==> config.mk <==
export PLATFORM = sky130hd
export DESIGN_NAME = lattice_path_count_core_flat
export DESIGN_NICKNAME = d
export VERILOG_FILES = /design/src/hdl/lpc_pkg.sv /design/src/hdl/lpc_if.sv /design/src/hdl/lpc_sequencer.sv /design/src/hdl/lpc_datapath.sv /design/src/hdl/lattice_path_count_core.sv /design/src/flat_wrapper.sv
export SDC_FILE = /design/constraint.sdc
export NUM_CORES = 1
export LEC_CHECK = 0
export BUFFER_PORTS_ARGS = -buffer_cell sky130_fd_sc_hd__clkbuf_2
export CORE_MARGIN = 3
export CORE_UTILIZATION = 50
export CTS_CLUSTER_DIAMETER = 200
export DETAILED_ROUTE_END_ITERATION = 10
export PLACE_DENSITY = 0.64
export SLEW_MARGIN = 40
export SYNTH_ARGS = -nofsm -noshare
export SYNTH_HDL_FRONTEND = slang
export SYNTH_SLANG_ARGS = --single-unit
==> constraint.sdc <==
create_clock -name clock -period 7.62 [get_ports clock]
set_clock_uncertainty 0.05 [all_clocks]
set_input_delay 0 -clock clock [delete_from_list [all_inputs] [get_ports clock]]
set_output_delay 0 -clock clock [all_outputs]
set_load 0.05 [all_outputs]
==> src/hdl/lpc_pkg.sv <==
`default_nettype none
package lpc_pkg;

   // Field widths and limits
   localparam int MAX_SIDE = 32;
   localparam int SIDE_W   = 6;
   localparam int COUNT_W  = 59;
   localparam int ACC_W    = 64;
   localparam int REM_W    = 5;
   localparam int CNT_W    = 6;
   localparam int PC_W     = 3;

   // Datapath operations
   localparam logic [2:0] OP_NOP  = 3'd0;
   localparam logic [2:0] OP_LOAD = 3'd1;
   localparam logic [2:0] OP_MUL  = 3'd2;
   localparam logic [2:0] OP_DIV  = 3'd3;
   localparam logic [2:0] OP_EMIT = 3'd4;

   // Jump conditions
   localparam logic [2:0] CND_NEVER    = 3'd0;
   localparam logic [2:0] CND_ALWAYS   = 3'd1;
   localparam logic [2:0] CND_NO_REQ   = 3'd2;
   localparam logic [2:0] CND_K_DONE   = 3'd3;
   localparam logic [2:0] CND_K_MORE   = 3'd4;
   localparam logic [2:0] CND_DIV_MORE = 3'd5;
   localparam logic [2:0] CND_RSP_BUSY = 3'd6;

   // Program steps
   localparam logic [PC_W-1:0] STEP_WAIT  = 3'd0;
   localparam logic [PC_W-1:0] STEP_CHECK = 3'd1;
   localparam logic [PC_W-1:0] STEP_MUL   = 3'd2;
   localparam logic [PC_W-1:0] STEP_DIV   = 3'd3;
   localparam logic [PC_W-1:0] STEP_LOOP  = 3'd4;
   localparam logic [PC_W-1:0] STEP_EMIT  = 3'd5;
   localparam logic [PC_W-1:0] STEP_DONE  = 3'd6;

   typedef struct packed {
      logic [2:0]      op;
      logic [2:0]      cond;
      logic [PC_W-1:0] target;
   } lpc_ctrl_type;

   typedef struct packed {
      logic req_valid;
      logic k_done;
      logic div_last;
      logic rsp_busy;
   } lpc_status_type;

   // Microcode table: one control word per step
   function automatic lpc_ctrl_type lpc_ucode(input logic [PC_W-1:0] pc);
      lpc_ctrl_type w;
      case (pc)
         STEP_WAIT:  w = '{op: OP_LOAD, cond: CND_NO_REQ,   target: STEP_WAIT};
         STEP_CHECK: w = '{op: OP_NOP,  cond: CND_K_DONE,   target: STEP_EMIT};
         STEP_MUL:   w = '{op: OP_MUL,  cond: CND_NEVER,    target: STEP_WAIT};
         STEP_DIV:   w = '{op: OP_DIV,  cond: CND_DIV_MORE, target: STEP_DIV};
         STEP_LOOP:  w = '{op: OP_NOP,  cond: CND_K_MORE,   target: STEP_MUL};
         STEP_EMIT:  w = '{op: OP_EMIT, cond: CND_RSP_BUSY, target: STEP_EMIT};
         STEP_DONE:  w = '{op: OP_NOP,  cond: CND_ALWAYS,   target: STEP_WAIT};
         default:    w = '{op: OP_NOP,  cond: CND_ALWAYS,   target: STEP_WAIT};
      endcase
      return w;
   endfunction

   // Zero side reads as 1, oversized side saturates
   function automatic logic [SIDE_W-1:0] lpc_clamp(input logic [SIDE_W-1:0] v);
      logic [SIDE_W-1:0] r;
      if (v == '0) begin
         r = SIDE_W'(1);
      end else if (v > SIDE_W'(MAX_SIDE)) begin
         r = SIDE_W'(MAX_SIDE);
      end else begin
         r = v;
      end
      return r;
   endfunction

endpackage
`default_nettype wire

==> src/hdl/lpc_if.sv <==
`default_nettype none
interface lpc_req_if import lpc_pkg::*; ();
   logic              valid;
   logic              ready;
   logic [SIDE_W-1:0] rows;
   logic [SIDE_W-1:0] cols;

   modport source (output valid, output rows, output cols, input ready);
   modport sink   (input valid, input rows, input cols, output ready);
endinterface

interface lpc_rsp_if import lpc_pkg::*; ();
   logic               valid;
   logic               ready;
   logic [COUNT_W-1:0] path_count;

   modport source (output valid, output path_count, input ready);
   modport sink   (input valid, input path_count, output ready);
endinterface
`default_nettype wire

==> src/hdl/lpc_sequencer.sv <==
`default_nettype none
module lpc_sequencer import lpc_pkg::*; (
   input  logic            clock,
   input  logic            reset,
   input  lpc_status_type  status,
   output lpc_ctrl_type    ctrl,
   output logic [PC_W-1:0] step
);

   logic [PC_W-1:0] pc_ff;
   logic [PC_W-1:0] pc_in;
   logic            jump;

   // Control word for the current step
   assign ctrl = lpc_ucode(pc_ff);
   assign step = pc_ff;

   // Jump condition select
   always_comb begin
      case (ctrl.cond)
         CND_NEVER:    jump = 1'b0;
         CND_ALWAYS:   jump = 1'b1;
         CND_NO_REQ:   jump = !status.req_valid;
         CND_K_DONE:   jump = status.k_done;
         CND_K_MORE:   jump = !status.k_done;
         CND_DIV_MORE: jump = !status.div_last;
         CND_RSP_BUSY: jump = status.rsp_busy;
         default:      jump = 1'b1;
      endcase
   end

   assign pc_in = jump ? ctrl.target : pc_ff + PC_W'(1);

   always_ff @(posedge clock) begin
      if (reset) begin
         pc_ff <= STEP_WAIT;
      end else begin
         pc_ff <= pc_in;
      end
   end

endmodule
`default_nettype wire

==> src/hdl/lpc_datapath.sv <==
`default_nettype none
module lpc_datapath import lpc_pkg::*; (
   input  logic           clock,
   input  logic           reset,
   input  lpc_ctrl_type   ctrl,
   output lpc_status_type status,
   lpc_req_if.sink        req_ch,
   lpc_rsp_if.source      rsp_ch
);

   logic [SIDE_W-1:0]         rows_ff, cols_ff, k_ff;
   logic [SIDE_W-1:0]         rows_in, cols_in, k_in;
   logic [ACC_W-1:0]          acc_ff, acc_in;
   logic [REM_W-1:0]          rem_ff, rem_in;
   logic [CNT_W-1:0]          cnt_ff, cnt_in;
   logic                      rsp_valid_ff, rsp_valid_in;
   logic [COUNT_W-1:0]        rsp_count_ff, rsp_count_in;
   logic                      take;
   logic                      emit;
   logic [SIDE_W-1:0]         factor;
   logic [ACC_W-1:0]          product;
   logic [REM_W:0]            rem_sh;
   logic                      fits;

   assign req_ch.ready = (ctrl.op == OP_LOAD);
   assign take         = req_ch.valid && req_ch.ready;

   assign status.req_valid = req_ch.valid;
   assign status.k_done    = (k_ff >= rows_ff);
   assign status.div_last  = &cnt_ff;
   assign status.rsp_busy  = rsp_valid_ff && !rsp_ch.ready;

   // Multiplier: acc stays below 2^59 before each multiply, product below 2^64
   assign factor  = cols_ff + k_ff - SIDE_W'(1);
   assign product = {{(ACC_W-COUNT_W){1'b0}}, acc_ff[COUNT_W-1:0]} * ACC_W'(factor);

   // One restoring division step: remainder stays below k
   assign rem_sh = {rem_ff, acc_ff[ACC_W-1]};
   assign fits   = (rem_sh >= k_ff);

   always_comb begin
      rows_in = rows_ff;
      cols_in = cols_ff;
      k_in    = k_ff;
      acc_in  = acc_ff;
      rem_in  = rem_ff;
      cnt_in  = cnt_ff;
      case (ctrl.op)
         OP_LOAD: begin
            if (take) begin
               rows_in = lpc_clamp(req_ch.rows);
               cols_in = lpc_clamp(req_ch.cols);
               k_in    = SIDE_W'(1);
               acc_in  = ACC_W'(1);
            end
         end
         OP_MUL: begin
            acc_in = product;
            rem_in = '0;
            cnt_in = '0;
         end
         OP_DIV: begin
            acc_in = {acc_ff[ACC_W-2:0], fits};
            rem_in = fits ? REM_W'(rem_sh - k_ff) : rem_sh[REM_W-1:0];
            cnt_in = cnt_ff + CNT_W'(1);
            if (&cnt_ff) begin
               k_in = k_ff + SIDE_W'(1);
            end
         end
         default: begin
         end
      endcase
   end

   always_ff @(posedge clock) begin
      rows_ff <= rows_in;
      cols_ff <= cols_in;
      k_ff    <= k_in;
      acc_ff  <= acc_in;
      rem_ff  <= rem_in;
      cnt_ff  <= cnt_in;
   end

   // Result register
   assign emit         = (ctrl.op == OP_EMIT) && !status.rsp_busy;
   assign rsp_valid_in = emit || (rsp_valid_ff && !rsp_ch.ready);
   assign rsp_count_in = emit ? acc_ff[COUNT_W-1:0] : rsp_count_ff;

   always_ff @(posedge clock) begin
      if (reset) begin
         rsp_valid_ff <= 1'b0;
      end else begin
         rsp_valid_ff <= rsp_valid_in;
      end
   end

   always_ff @(posedge clock) begin
      rsp_count_ff <= rsp_count_in;
   end

   assign rsp_ch.valid      = rsp_valid_ff;
   assign rsp_ch.path_count = rsp_count_ff;

endmodule
`default_nettype wire

==> src/hdl/lattice_path_count_core.sv <==
`default_nettype none
// Lattice path counter: each request gives rows and cols (1 to 32; zero reads as 1 and
// larger values saturate at 32) and the response is the exact count of monotone paths
// between opposite corners, C(rows+cols-2, rows-1), 59 bits. The count is built by a
// small microcoded sequencer over a multiply-and-divide datapath: for k = 1 to rows-1 the
// running product is multiplied by (cols-1+k) and then divided exactly by k with a
// restoring divider that retires one quotient bit per cycle. One request is in work at
// a time; the next one is taken in the wait step, which the sequencer reaches through
// the done step after the previous result is loaded into the output register, even if
// it has not yet been read.
module lattice_path_count_core import lpc_pkg::*; (
   input  logic      clock,
   input  logic      reset,
   lpc_req_if.sink   req_ch,
   lpc_rsp_if.source rsp_ch
);

   lpc_ctrl_type    ctrl;
   lpc_status_type  status;
   logic [PC_W-1:0] step;

   lpc_sequencer u_seq (
      .clock  (clock),
      .reset  (reset),
      .status (status),
      .ctrl   (ctrl),
      .step   (step)
   );

   lpc_datapath u_dp (
      .clock  (clock),
      .reset  (reset),
      .ctrl   (ctrl),
      .status (status),
      .req_ch (req_ch),
      .rsp_ch (rsp_ch)
   );

   // An accepted request always moves on to the first loop check
   a_accept_to_check: assert property (@(posedge clock) disable iff (reset)
      (req_ch.valid && req_ch.ready) |=> (step == STEP_CHECK))
      else $error("accepted request did not start the loop");

   // A result leaves the output register only when the consumer takes it
   a_rsp_drop: assert property (@(posedge clock) disable iff (reset)
      $fell(rsp_ch.valid) |-> $past(rsp_ch.ready))
      else $error("response dropped without handshake");

   // A path count is never zero
   a_nonzero: assert property (@(posedge clock) disable iff (reset)
      rsp_ch.valid |-> (rsp_ch.path_count != '0))
      else $error("zero path count");

   // No request is taken while the sequencer is busy
   a_ready_idle: assert property (@(posedge clock) disable iff (reset)
      req_ch.ready |-> (step == STEP_WAIT))
      else $error("request taken outside the wait step");

endmodule
`default_nettype wire

==> src/flat_wrapper.sv <==
// flat-port wrapper written by rule: the top's interface ports become plain ports
module lattice_path_count_core_flat import lpc_pkg::*;
  (clock, reset, req_ch_valid, req_ch_rows, req_ch_cols, req_ch_ready, rsp_ch_valid, rsp_ch_path_count, rsp_ch_ready);
  lpc_req_if req_ch_i ();
  lpc_rsp_if rsp_ch_i ();
  input  logic clock;
  input  logic reset;
  input wire logic [$bits(req_ch_i.valid)-1:0] req_ch_valid;
  input wire logic [$bits(req_ch_i.rows)-1:0] req_ch_rows;
  input wire logic [$bits(req_ch_i.cols)-1:0] req_ch_cols;
  output wire logic [$bits(req_ch_i.ready)-1:0] req_ch_ready;
  output wire logic [$bits(rsp_ch_i.valid)-1:0] rsp_ch_valid;
  output wire logic [$bits(rsp_ch_i.path_count)-1:0] rsp_ch_path_count;
  input wire logic [$bits(rsp_ch_i.ready)-1:0] rsp_ch_ready;
  assign req_ch_i.valid = req_ch_valid;
  assign req_ch_i.rows = req_ch_rows;
  assign req_ch_i.cols = req_ch_cols;
  assign req_ch_ready = req_ch_i.ready;
  assign rsp_ch_valid = rsp_ch_i.valid;
  assign rsp_ch_path_count = rsp_ch_i.path_count;
  assign rsp_ch_i.ready = rsp_ch_ready;
  lattice_path_count_core u_core (.clock(clock), .reset(reset), .req_ch(req_ch_i), .rsp_ch(rsp_ch_i));
endmodule
==> impl_results.md <==
- Status: finished clean
- Worst Setup End Kind: flop
- Synth unique cells: 71
- Initial antenna violation count: 0
- Top cell type's share of synthesized area: 0.260
- Post-synth top cells: nand2_1, inv_1, fa_1, and2_1, edfxtp_1
- CTS buffer count: 17
- Final worst-path cycle share: 0.947
- Clock root buffer: clkbuf_16
- Max incr delay on CP: 0.55 ns
- Slew @ Worst Pin: 0.847 ns
- Post-Syn Area: 0.0177 sq mm
- Crit start category: flop
- HP Class: primary input to flop
- Adder-cell share of the synthesized area: 0.331
- Post-synthesis compound-gate area fraction: 0.112
- Io pins: 77
- Crit path kind: flop to flop
- Die W: 194 um
- Drt total wl: 43500 um
- Yosys warning count: 0
- Global-route wire length before repair: 73200 um
- Layout cells sized above 1: 0.0799
- Via density: 5.62
- Dominant cell type by area after synthesis: fa_1
- Initial DRT Pass Iterations: 6
- Die Area: 0.0377 sq mm
- Mux share of post-synthesis cell area: 0.000566
- Asr flop ratio synth: 0
- Crit path time final: 7.22 ns
- Hold Fails Final Rpt: 0
- Critical path peak fanout: 28
- Final HPWL DP: 32100 um
- Post-synthesis sequential area ratio: 0.262
- Area grow syn2layout: 9.06%
- RePlAce Congestion: 0.945
- DR WL/cell: 18.2 um
- Worst EP required: 7.72 ns
- CTS tree: built
- Combinational family with the most area after synthesis: adder cells
- Slowest cell on crit path: fa_1
- Final setup viols: 0
- Initial Util: 0.510
- FMAX: 0.139 GHz
- Slew Limit Fails: 0
- Final core utilization: 0.556
- Starting DRT DRC Count: 936
- Slew headroom: 0.435
- Seq cells post-synth: 156
- Grt ovf: 0
- Diodes inserted: 0
- Most frequent cell after synthesis: nand2_1
- Maxcap violations: 0
- Synth Area in Simple Gates: 0.180
- Vias in the first global route: 14.2k
- Primary FF master, synth: edfxtp_1
- Sequential cell area: 0.00464 sq mm
- Main area contributors after synthesis: fa_1, edfxtp_1, ha_1
- Net Count, Synth: 2232
- Vias: 13.5k
- Port Buffer Count: 76
- Global Route Usage Sum: 0.237
- Num rows: 68
- Post-synthesis cell count: 1886
- Critical path arrival: 7.32 ns
- Pin count of the biggest net entering global routing: 69
- Core area: 0.0347 sq mm
- Setup TNS Final: 0 ns
- Post-synth EDFFs: 152
- Height of the die: 194 um
- RSZ-0062 raised after global routing: no
- Nets: 2273
- Most used cell, CP: inv_1
- Filler cells: 3101
- Detail Route Antenna Nets: 0
- Post-CTS Repair Setup Buffers: 0
- Skew-Pair Late Insertion Delay: 0.45 ns
- CTS sink count: 156
- Area of the multi-input gates: 0.0118 sq mm
- Avg Cell Area, Syn: 9.38 sq um
- DRC: 0
- Maximum level of the CTS H-tree: 4
- Post-Synth XOR/XNOR Area: 0.0361
- Clk buf depth: 2
- Clock slew seen by the registers of the worst setup and hold paths: 0.08 ns
worst paths after layout:
path | from | to | slack (ns) | depth (start not counted)
max | u_core.u_dp.k_ff[1] | u_core.u_dp.acc_ff[63] | 0.40 | 26
min reg2reg | u_core.u_dp.acc_ff[59] | u_core.u_dp.acc_ff[60] | 0.49 | 2
min | req_ch_valid | u_core.u_dp.cols_ff[1] | 0.19 | 2
max reg2reg | u_core.u_dp.k_ff[1] | u_core.u_dp.acc_ff[63] | 0.40 | 26
flip-flops by register name, indices dropped and copies added (netlist names):
signal	flops
u_core.u_dp.rsp_ch.path_count	59
u_core.u_dp.cols_ff	6
u_core.u_dp.cnt_ff	6
u_core.u_dp.k_ff	6
u_core.u_dp.rsp_ch.valid	1
u_core.u_seq.step	3
u_core.u_dp.acc_ff	64
u_core.u_dp.rows_ff	6
u_core.u_dp.rem_ff	5
layout by cell type, fill, tap and decap left out, types with 4 or more instances in the layout:
cell	synthesis	final
nand4_1	22	22
a211oi_1	7	7
dlygate4sd3_1	0	15
xor2_1	27	26
and3_1	10	10
a21o_1	41	41
a221oi_1	4	4
nor2_1	67	67
edfxtp_1	152	152
o31ai_1	4	4
nor4_1	8	7
a31oi_1	13	13
clkbuf_16	0	17
a21oi_1	83	81
nand2_1	298	298
nor2b_1	16	16
dfxtp_1	4	4
ha_1	100	99
xnor2_1	46	44
o21ai_1	3	4
fa_1	230	229
nand3_1	21	21
a22o_1	8	8
inv_8	0	5
inv_1	278	278
o21ai_0	89	88
and2_1	179	179
inv_6	0	5
buf_4	0	14
clkbuf_2	2	76
nand2b_1	9	9
o21bai_1	14	14
nor3_1	11	10
layer usage:
layer	GRT usage	wire [um]
met1	0.320	18700
met2	0.403	21500
met3	0.0285	2180
met5	0	0
met4	0.0755	1180
worst max-delay path: cells and delay by family (launching register included):
| family | cells | cell delay [ns] |
|---|---|---|
| fa+ha+maj | 7 | 2.93 |
| compound gates | 10 | 2.31 |
| buf+inv | 5 | 0.51 |
| flops | 1 | 0.45 |
| xor+xnor | 2 | 0.39 |
| simple gates | 2 | 0.29 |
cell type report:
class,instances,share of cell area
clock inverter,15,0.00882
inverter,279,0.0543
multi-input combinational,1365,0.610
timing repair buffer,108,0.0349
tap,455,0.0295
sequential,156,0.241
clock buffer,17,0.0220
logic make-up after synthesis:
logic type      Yosys count
simple gates            655
fa+ha+maj               330
mux                       1
buf+inv                 365
xor+xnor                 73
compound gates          306
flops                   156
stage by stage:
| stage | hold slack [ns] | worst slack [ns] | cells | cell area [sq um] |
|---|---|---|---|---|
| 2_1_floorplan | 0.0191 | 1.10 | 1886 | 17700 |
| 4_1_cts | 0.179 | 0.388 | 2395 | 19300 |
| 6_report | 0.189 | 0.400 | 2395 | 19300 |
| 5_1_grt | 0.198 | 0.0243 | 2395 | 19300 |
| 3_3_place_gp | 0.174 | 0.499 | 2347 | 18500 |
| 3_5_place_dp | 0.179 | 0.396 | 2348 | 18500 |
repair_timing:
action	in CTS	in global routing
gates resized for setup	0	3
hold buffers	15	0
endpoints found under the setup margin	0	7
hold endpoints to repair	16	0
Power is left out: the tool's default activity adds up to more than one toggle a clock period on the data nets, which glitch-free logic cannot reach.
